### config.mk
export PLATFORM = sky130hd
export DESIGN_NAME = ppm_sum_signal_decoder_unit
export DESIGN_NICKNAME = d
export VERILOG_FILES = /design/src/hdl/ppmd_pkg.sv /design/src/hdl/ppmd_ram.sv /design/src/hdl/ppmd_edge.sv /design/src/hdl/ppmd_out.sv /design/src/hdl/ppm_sum_signal_decoder_unit.sv
export SDC_FILE = /design/constraint.sdc
export NUM_CORES = 1
export LEC_CHECK = 0
export ABC_CLOCK_PERIOD_IN_PS = 15450
export BUFFER_PORTS_ARGS = -buffer_cell sky130_fd_sc_hd__buf_2
export CAP_MARGIN = 15
export CELL_PAD_IN_SITES_DETAIL_PLACEMENT = 2
export CELL_PAD_IN_SITES_GLOBAL_PLACEMENT = 2
export CORE_UTILIZATION = 45
export DETAILED_ROUTE_END_ITERATION = 8
export PLACE_DENSITY = 0.94
export REMOVE_ABC_BUFFERS = 1
export SYNTH_ARGS = -nofsm -noshare
export SYNTH_HDL_FRONTEND = slang
export SYNTH_SLANG_ARGS = --single-unit
export TNS_END_PERCENT = 1
### constraint.sdc
create_clock -name clk -period 15.45 [get_ports clk]
set_input_delay 0.7725 -clock clk [delete_from_list [all_inputs] [get_ports clk]]
set_output_delay 0.7725 -clock clk [all_outputs]
set_load 0.03 [all_outputs]
### src/hdl/ppmd_pkg.sv
// ----------------------------------------------------------------------------
// ppmd_pkg
// Shared widths, reset values and codes of the PPM sum signal decoder.
// ----------------------------------------------------------------------------
package ppmd_pkg;

    localparam int NUM_CHANNELS_DEFAULT = 8;

    localparam int TIME_W      = 16;
    localparam int WIDTH_W     = 12;
    localparam int VALUE_W     = 13;
    localparam int SLOT_W      = 3;
    localparam int CHAN_W      = 3;
    localparam int MAP_W       = 24;
    localparam int CFG_INDEX_W = 2;
    localparam int CFG_DATA_W  = 24;

    localparam logic [MAP_W-1:0]   CHANNEL_MAP_RESET = 24'hFAC688;
    localparam logic [TIME_W-1:0]  SYNC_GAP_RESET    = 16'd3000;
    localparam logic [TIME_W-1:0]  MIN_WIDTH_RESET   = 16'd900;
    localparam logic [TIME_W-1:0]  MAX_WIDTH_RESET   = 16'd2200;

    localparam logic [WIDTH_W-1:0] RESET_WIDTH  = 12'd1500;
    localparam logic [WIDTH_W-1:0] WIDTH_MAX    = 12'd4095;
    localparam logic signed [VALUE_W-1:0] SCALE_OFFSET = 13'sd1000;

    // configuration register indexes
    localparam logic [CFG_INDEX_W-1:0] CFG_CHANNEL_MAP = 2'd0;
    localparam logic [CFG_INDEX_W-1:0] CFG_SYNC_GAP    = 2'd1;
    localparam logic [CFG_INDEX_W-1:0] CFG_MIN_WIDTH   = 2'd2;
    localparam logic [CFG_INDEX_W-1:0] CFG_MAX_WIDTH   = 2'd3;

    typedef enum logic [1:0] {
        OP_EDGE        = 2'd0,
        OP_READ_RAW    = 2'd1,
        OP_READ_SCALED = 2'd2
    } op_t;

    // read request travelling with the memory read
    typedef struct packed {
        logic scaled;
        logic slot_ok;
    } rd_info_t;

endpackage

### src/hdl/ppmd_ram.sv
// ----------------------------------------------------------------------------
// ppmd_ram
// Generic single-write, single-read RAM with registered read data.
// ----------------------------------------------------------------------------
module ppmd_ram #(
    parameter int WIDTH = 12,
    parameter int DEPTH = 8,
    parameter int ADDR_W = (DEPTH > 1) ? $clog2(DEPTH) : 1
) (
    input  logic              clk,
    input  logic              wr_en,
    input  logic [ADDR_W-1:0] wr_addr,
    input  logic [WIDTH-1:0]  wr_data,
    input  logic              rd_en,
    input  logic [ADDR_W-1:0] rd_addr,
    output logic [WIDTH-1:0]  rd_data
);

    logic [WIDTH-1:0] mem [DEPTH];

    always_ff @(posedge clk)
    begin
        if (wr_en)
        begin
            mem[wr_addr] <= wr_data;
        end
        if (rd_en)
        begin
            rd_data <= mem[rd_addr];
        end
    end

endmodule

### src/hdl/ppmd_edge.sv
// ----------------------------------------------------------------------------
// ppmd_edge
// Edge tracker: forms the interval between rising edges, detects the frame
// sync, counts channels and issues width writes plus per-slot valid bits.
// ----------------------------------------------------------------------------
module ppmd_edge #(
    parameter int NUM_CHANNELS = ppmd_pkg::NUM_CHANNELS_DEFAULT,
    parameter int ADDR_W = (NUM_CHANNELS > 1) ? $clog2(NUM_CHANNELS) : 1
) (
    input  logic                        clk,
    input  logic                        rst_n,
    input  logic                        edge_accept,
    input  logic [ppmd_pkg::TIME_W-1:0] edge_time,
    input  logic [ppmd_pkg::TIME_W-1:0] sync_gap,
    input  logic [ppmd_pkg::TIME_W-1:0] min_width,
    input  logic [ppmd_pkg::TIME_W-1:0] max_width,
    output logic                        wr_en,
    output logic [ADDR_W-1:0]           wr_addr,
    output logic [ppmd_pkg::WIDTH_W-1:0] wr_data,
    output logic [NUM_CHANNELS-1:0]     slot_valid
);

    import ppmd_pkg::*;

    localparam int CIDX_W = $clog2(NUM_CHANNELS + 1);
    localparam logic [CIDX_W-1:0] CIDX_LIMIT = CIDX_W'(NUM_CHANNELS);

    logic [TIME_W-1:0]       last_edge_time_reg, last_edge_time_next;
    logic [CIDX_W-1:0]       channel_index_reg, channel_index_next;
    logic [NUM_CHANNELS-1:0] slot_valid_reg, slot_valid_next;
    logic [TIME_W-1:0]       diff;
    logic                    is_sync;
    logic                    in_window;

    assign diff      = edge_time - last_edge_time_reg;
    assign is_sync   = diff > sync_gap;
    assign in_window = (diff > min_width) && (diff < max_width);

    always_comb
    begin
        last_edge_time_next = last_edge_time_reg;
        channel_index_next  = channel_index_reg;
        slot_valid_next     = slot_valid_reg;
        wr_en               = 1'b0;
        wr_addr             = channel_index_reg[ADDR_W-1:0];
        // clamp intervals that do not fit the stored width
        wr_data             = (diff[TIME_W-1:WIDTH_W] != '0) ? WIDTH_MAX : diff[WIDTH_W-1:0];
        if (edge_accept)
        begin
            last_edge_time_next = edge_time;
            if (is_sync)
            begin
                channel_index_next = '0;
            end
            else if (channel_index_reg < CIDX_LIMIT)
            begin
                if (in_window)
                begin
                    wr_en = 1'b1;
                    slot_valid_next[channel_index_reg[ADDR_W-1:0]] = 1'b1;
                end
                channel_index_next = channel_index_reg + 1'b1;
            end
        end
    end

    always_ff @(posedge clk or negedge rst_n)
    begin
        if (!rst_n)
        begin
            last_edge_time_reg <= '0;
            channel_index_reg  <= '0;
            slot_valid_reg     <= '0;
        end
        else
        begin
            last_edge_time_reg <= last_edge_time_next;
            channel_index_reg  <= channel_index_next;
            slot_valid_reg     <= slot_valid_next;
        end
    end

    assign slot_valid = slot_valid_reg;

    a_index_bounded: assert property (@(posedge clk) disable iff (!rst_n)
        channel_index_reg <= CIDX_LIMIT)
        else $error("channel count beyond limit");

    a_write_in_range: assert property (@(posedge clk) disable iff (!rst_n)
        wr_en |-> (channel_index_reg < CIDX_LIMIT) && !is_sync)
        else $error("width write outside a counted channel");

    a_sync_restarts: assert property (@(posedge clk) disable iff (!rst_n)
        edge_accept && is_sync |=> channel_index_reg == '0)
        else $error("sync did not restart channel count");

endmodule

### src/hdl/ppmd_out.sv
// ----------------------------------------------------------------------------
// ppmd_out
// Read result stage: substitutes the reset width for unwritten or missing
// slots, applies the optional scaling and holds the result for the consumer.
// ----------------------------------------------------------------------------
module ppmd_out (
    input  logic                           clk,
    input  logic                           rst_n,
    input  logic                           s1_valid,
    input  ppmd_pkg::rd_info_t             s1_info,
    input  logic [ppmd_pkg::WIDTH_W-1:0]   rd_data,
    output logic                           s1_ready,
    output logic                           out_valid,
    input  logic                           out_stall,
    output logic signed [ppmd_pkg::VALUE_W-1:0] value
);

    import ppmd_pkg::*;

    logic                      out_valid_reg, out_valid_next;
    logic signed [VALUE_W-1:0] value_reg, value_next;
    logic [WIDTH_W-1:0]        width;
    logic signed [VALUE_W-1:0] offset_width;
    logic signed [VALUE_W-1:0] scaled;

    assign width        = s1_info.slot_ok ? rd_data : RESET_WIDTH;
    assign offset_width = $signed({1'b0, width}) - SCALE_OFFSET;
    // divide by four, truncating toward zero
    assign scaled       = offset_width[VALUE_W-1] ? ((offset_width + 13'sd3) >>> 2)
                                                  : (offset_width >>> 2);

    assign s1_ready = !out_valid_reg || !out_stall;

    always_comb
    begin
        out_valid_next = out_valid_reg;
        value_next     = value_reg;
        if (s1_ready)
        begin
            out_valid_next = s1_valid;
            if (s1_valid)
            begin
                value_next = s1_info.scaled ? scaled : $signed({1'b0, width});
            end
        end
    end

    always_ff @(posedge clk or negedge rst_n)
    begin
        if (!rst_n)
        begin
            out_valid_reg <= 1'b0;
        end
        else
        begin
            out_valid_reg <= out_valid_next;
        end
    end

    always_ff @(posedge clk)
    begin
        value_reg <= value_next;
    end

    assign out_valid = out_valid_reg;
    assign value     = value_reg;

endmodule

### src/hdl/ppm_sum_signal_decoder_unit.sv
// ----------------------------------------------------------------------------
// ppm_sum_signal_decoder_unit
// PPM sum signal decoder with mapped, optionally scaled channel reads.
// ----------------------------------------------------------------------------
// The unit takes one request per cycle, edge or read, while in_stall is low. An
// edge request updates the interval tracker, writes the pulse width memory for
// an in-window interval in the cycle it is accepted and produces no result. A
// read request looks up the mapped slot in the width memory when it is
// accepted; its read data waits in the memory stage and is then loaded into
// the output register when that register can take it. Slots that were never
// written since reset read as 1500 (125 when scaled) through
// per-slot valid bits, so the unit is ready right after reset with no clear
// pass. Input requests stall only while a read result waits in the memory
// stage and the output register is full and stalled.
module ppm_sum_signal_decoder_unit #(
    parameter int NUM_CHANNELS = ppmd_pkg::NUM_CHANNELS_DEFAULT
) (
    input  logic                              clk,
    input  logic                              rst_n,
    input  logic                              cfg_write,
    input  logic [ppmd_pkg::CFG_INDEX_W-1:0]  cfg_index,
    input  logic [ppmd_pkg::CFG_DATA_W-1:0]   cfg_data,
    input  logic                              in_valid,
    output logic                              in_stall,
    input  logic [1:0]                        operation,
    input  logic [ppmd_pkg::TIME_W-1:0]       edge_time,
    input  logic [ppmd_pkg::CHAN_W-1:0]       channel,
    output logic                              out_valid,
    input  logic                              out_stall,
    output logic signed [ppmd_pkg::VALUE_W-1:0] value
);

    import ppmd_pkg::*;

    localparam int ADDR_W = (NUM_CHANNELS > 1) ? $clog2(NUM_CHANNELS) : 1;
    localparam int SLOT_CMP_W = SLOT_W + 2;

    logic [MAP_W-1:0]  channel_map_reg;
    logic [TIME_W-1:0] sync_gap_reg;
    logic [TIME_W-1:0] min_width_reg;
    logic [TIME_W-1:0] max_width_reg;

    logic                    accept;
    logic                    edge_accept;
    logic                    read_accept;
    logic [SLOT_W-1:0]       slot;
    logic [ADDR_W-1:0]       rd_addr;
    logic                    slot_exists;
    logic                    wr_en;
    logic [ADDR_W-1:0]       wr_addr;
    logic [WIDTH_W-1:0]      wr_data;
    logic [WIDTH_W-1:0]      rd_data;
    logic [NUM_CHANNELS-1:0] slot_valid;
    logic                    s1_ready;
    logic                    s1_valid_reg, s1_valid_next;
    rd_info_t                s1_info_reg, s1_info_next;

    // configuration registers
    always_ff @(posedge clk or negedge rst_n)
    begin
        if (!rst_n)
        begin
            channel_map_reg <= CHANNEL_MAP_RESET;
            sync_gap_reg    <= SYNC_GAP_RESET;
            min_width_reg   <= MIN_WIDTH_RESET;
            max_width_reg   <= MAX_WIDTH_RESET;
        end
        else if (cfg_write)
        begin
            case (cfg_index)
                CFG_CHANNEL_MAP: channel_map_reg <= cfg_data[MAP_W-1:0];
                CFG_SYNC_GAP:    sync_gap_reg    <= cfg_data[TIME_W-1:0];
                CFG_MIN_WIDTH:   min_width_reg   <= cfg_data[TIME_W-1:0];
                CFG_MAX_WIDTH:   max_width_reg   <= cfg_data[TIME_W-1:0];
                default:         ;
            endcase
        end
    end

    assign in_stall = s1_valid_reg && !s1_ready;
    assign accept   = in_valid && !in_stall;

    always_comb
    begin
        edge_accept = 1'b0;
        read_accept = 1'b0;
        case (operation)
            OP_EDGE:        edge_accept = accept;
            OP_READ_RAW:    read_accept = accept;
            OP_READ_SCALED: read_accept = accept;
            default:        ;
        endcase
    end

    assign slot        = channel_map_reg[SLOT_W*channel +: SLOT_W];
    assign rd_addr     = ADDR_W'(slot);
    assign slot_exists = SLOT_CMP_W'(slot) < SLOT_CMP_W'(NUM_CHANNELS);

    ppmd_edge #(
        .NUM_CHANNELS (NUM_CHANNELS),
        .ADDR_W       (ADDR_W)
    ) u_edge (
        .clk         (clk),
        .rst_n       (rst_n),
        .edge_accept (edge_accept),
        .edge_time   (edge_time),
        .sync_gap    (sync_gap_reg),
        .min_width   (min_width_reg),
        .max_width   (max_width_reg),
        .wr_en       (wr_en),
        .wr_addr     (wr_addr),
        .wr_data     (wr_data),
        .slot_valid  (slot_valid)
    );

    ppmd_ram #(
        .WIDTH  (WIDTH_W),
        .DEPTH  (NUM_CHANNELS),
        .ADDR_W (ADDR_W)
    ) u_width_ram (
        .clk     (clk),
        .wr_en   (wr_en),
        .wr_addr (wr_addr),
        .wr_data (wr_data),
        .rd_en   (read_accept),
        .rd_addr (rd_addr),
        .rd_data (rd_data)
    );

    // memory read stage; read data holds while this stage is stalled
    always_comb
    begin
        s1_info_next  = s1_info_reg;
        s1_valid_next = s1_valid_reg && !s1_ready;
        if (read_accept)
        begin
            s1_valid_next        = 1'b1;
            s1_info_next.scaled  = (operation == OP_READ_SCALED);
            s1_info_next.slot_ok = slot_exists && slot_valid[rd_addr];
        end
    end

    always_ff @(posedge clk or negedge rst_n)
    begin
        if (!rst_n)
        begin
            s1_valid_reg <= 1'b0;
        end
        else
        begin
            s1_valid_reg <= s1_valid_next;
        end
    end

    always_ff @(posedge clk)
    begin
        s1_info_reg <= s1_info_next;
    end

    ppmd_out u_out (
        .clk       (clk),
        .rst_n     (rst_n),
        .s1_valid  (s1_valid_reg),
        .s1_info   (s1_info_reg),
        .rd_data   (rd_data),
        .s1_ready  (s1_ready),
        .out_valid (out_valid),
        .out_stall (out_stall),
        .value     (value)
    );

    a_read_enters_stage: assert property (@(posedge clk) disable iff (!rst_n)
        read_accept |=> s1_valid_reg)
        else $error("accepted read request lost before memory stage");

    a_stage_drains: assert property (@(posedge clk) disable iff (!rst_n)
        s1_valid_reg && s1_ready && !read_accept |=> !s1_valid_reg)
        else $error("read result duplicated in memory stage");

    a_stage_feeds_output: assert property (@(posedge clk) disable iff (!rst_n)
        s1_valid_reg && s1_ready |=> out_valid)
        else $error("read result did not reach output register");

    a_no_write_with_read: assert property (@(posedge clk) disable iff (!rst_n)
        !(wr_en && read_accept))
        else $error("width write and read in the same cycle");

endmodule
==> results.sh <==
export IMPL_synthArstFlopShare=0.453
export IMPL_intPower_mw=1.33
export IMPL_fill_cells=2363
export IMPL_antenna_found_initial=1
export IMPL_final_cell_mix="125 x nand2_1, 123 x edfxtp_1, 80 x inv_1, 75 x mux2_2, 75 x dfrtp_1"
export IMPL_criticalPathCategory="input pin to register"
export IMPL_port_buffers=66
export IMPL_syn_avg_cell_area_um2=11.7
export IMPL_fin_skew_ns=0.0187
export IMPL_worst_setup_path_start_kind="input pin"
export IMPL_cts_made_buffers=26
export IMPL_drv_slew=0
export IMPL_slew_headroom=0.238
export IMPL_gp_congestion=0.803
export IMPL_wire_per_inst_um=30.0
export IMPL_ant_nets=0
export IMPL_ios=67
export IMPL_fin_tns_setup_ns=0
export IMPL_rsz0062_at_grt="no"
export IMPL_end_kind="register"
export IMPL_diodes=0
export IMPL_ctsHoldBuffers=0
export IMPL_path_clk_slew_ns=0.06
export IMPL_ys_seq_area_frac=0.549
export IMPL_num_vias=8496
export IMPL_fin_util=0.531
export IMPL_cts_root_buf="clkbuf_16"
export IMPL_first_iter_violations=475
export IMPL_synth_distinct_cells=69
export IMPL_status="complete, no violations"
export IMPL_netlist_instances=981
export IMPL_p_leak_nw=5.39
export IMPL_r2r_cells=16
export IMPL_critPathMaxFanout=16
export IMPL_grt_first_pass_wirelength_um=63900
export IMPL_clockBufferDepth=3
export IMPL_grtUsageTotal=0.331
export IMPL_register_area_um2=6280
export IMPL_timing_rr_start="u_edge.last_edge_time_reg[0]$_DFFE_PN0P_"
export IMPL_cts_resized_gates=0
export IMPL_drt_wl_total_um=41900
export IMPL_grt_overflow=0
export IMPL_clk_latency_ns=0.55
export IMPL_start_util=0.465
export IMPL_die_area_um2=26100
export IMPL_synth_edf_count=123
export IMPL_power_frac_seq=0.372
export IMPL_cts_num_sinks=225
export IMPL_p_total_mw=2.11
export IMPL_ir_worst_vdd_mv=0.127
export IMPL_multiInputGateArea_um2=4720
export IMPL_grt_pass1_vias=10000
export IMPL_cts_tree="done"
export IMPL_switching_share=0.368
export IMPL_clock_power_share=0.296
export IMPL_drc=0
export IMPL_period_share=0.430
export IMPL_switching_power_uw=777
export IMPL_die_x_um=161
export IMPL_row_count=57
export IMPL_finalHoldViolCount=0
export IMPL_grt_max_degree=81
export IMPL_htree_levels=1
export IMPL_cp_required_ns=15.62
export IMPL_die_h_um=161
export IMPL_r2r_end="u_width_ram.mem[1][3]$_DFFE_PP_"
export IMPL_synthFlopType="edfxtp_1"
export IMPL_post_cts_buffers=0
export IMPL_setup_viol=0
export IMPL_fin_nets=1174
export IMPL_fin_crit_ns=6.64
export IMPL_core_area_um2=24600
export IMPL_synth_seq_cells=225
export IMPL_largest_register_ff_count=96
export IMPL_combPwrFrac=0.332
export IMPL_vias_per_cell=6.08
export IMPL_arrival_ns=6.81
export IMPL_tightest_slew_ns=1.14
export IMPL_final_common_cell="nand2_1"
export IMPL_cap_violations=0
export IMPL_areaGrowthSynthToFinish_pct=14.2
export IMPL_whs_ns=0.124
export IMPL_yosys_warnings=0
export IMPL_first_pass_iters=5
export IMPL_syn_area_um2=11400
export IMPL_rrSetupSlack_ns=8.83
export IMPL_drive_gt1_frac=0.231
export IMPL_maxClockFrequency_mhz=150
export IMPL_dp_hpwl_um=27400
export IMPL_powerDensity_nw_per_um2=162
export IMPL_hp_class="input pin to asynchronous set/reset pin"
[power by group through the flow]
stage               Sequential [mW]  Combinational [mW]  Clock [mW]
detailed placement            0.787               0.636           0
finish                        0.785               0.701       0.626
global placement              0.774               0.558           0
global route                  0.790               0.739       0.648
CTS                           0.783               0.680       0.629
floorplan                     0.771               0.396           0
[how the worst max path moves through the flow]
stage / from / end / cells past startpoint
final: edge_time[0] / u_width_ram.mem[1][3]$_DFFE_PP_ / 18
after CTS: edge_time[0] / u_width_ram.mem[3][10]$_DFFE_PP_ / 18
after global routing: edge_time[0] / u_width_ram.mem[1][1]$_DFFE_PP_ / 18
after floorplan: edge_time[0] / u_width_ram.mem[2][0]$_DFFE_PP_ / 18
after global placement: edge_time[0] / u_width_ram.mem[5][0]$_DFFE_PP_ / 19
after detailed placement: edge_time[0] / u_width_ram.mem[3][11]$_DFFE_PP_ / 18
[metal layers]
| metal | share of wire | track usage |
|---|---|---|
| met1 | 0.37 | 0.360 |
| met2 | 0.54 | 0.623 |
| met3 | 0.031 | 0.0421 |
| met4 | 0.058 | 0.174 |
| met5 | 0.00026 | 0 |
[per-stage QoR]
step	std cells	instance area, um2	worst slack [ns]
after floorplan	941	11300	9.57
after global routing	1397	13100	8.60
after CTS	1391	13000	8.91
after global placement	1343	12100	9.13
after detailed placement	1343	12100	8.50
final	1397	13100	8.81
[cell usage after synthesis, types with 4 or more instances]
library cell,n,share of area
a21oi_1,34,0.015
nand2_1,125,0.041
edfxtp_1,123,0.32
clkbuf_1,32,0.010
ha_1,68,0.074
xor2_1,9,0.0069
nor2b_1,7,0.0038
nor2_1,31,0.010
mux2i_1,14,0.012
buf_2,4,0.0017
and3_1,17,0.0093
o21ai_1,22,0.0096
a32oi_1,15,0.011
mux2_2,75,0.074
nand3b_1,5,0.0033
nor3_1,8,0.0035
inv_1,80,0.026
a31oi_1,5,0.0027
xnor2_1,16,0.012
nand2b_1,22,0.012
dfrtp_1,75,0.16
mux4_2,6,0.012
a21o_1,19,0.012
o31ai_1,5,0.0033
o21ai_0,18,0.0079
nor3b_1,4,0.0026
nand3_1,33,0.014
nand4_1,12,0.0066
dfstp_2,27,0.062
o21a_1,4,0.0026
[critical path: stages]
cell and delay [ns]:
buf_2 0.09, inv_1 0.09, ha_1 0.26, fa_1 0.44, nor2b_1 0.20, o2111ai_1 0.17
a211oi_1 0.62, o21ai_0 0.19, a21oi_1 0.20, nor2_1 0.07, xnor2_1 0.30, ha_1 0.32
nand4_1 0.27, a21oi_1 0.09, a2111oi_0 0.60, nand2_1 0.25, or4_1 0.85, nor2_1 1.01
[area by class of cell]
type                       count  share of cell area
clock buffer                  37              0.0553
clock inverter                11             0.00929
inverter                      80              0.0230
multi-input combinational    636               0.362
sequential                   225               0.481
tap                          324              0.0310
timing repair buffer          84              0.0392
[kinds of logic after synthesis]
kind of cell | after synthesis | share of synthesized area
and+or+nand+nor | 285 | 0.122
xor gates and xnor gates | 25 | 0.0191
muxes | 95 | 0.0978
DFF | 225 | 0.549
adders and majority gates | 69 | 0.0761
buffers and inverters | 120 | 0.0405
AOI/OAI and AO/OA | 162 | 0.0960
Power figures use the tool's default switching activity.
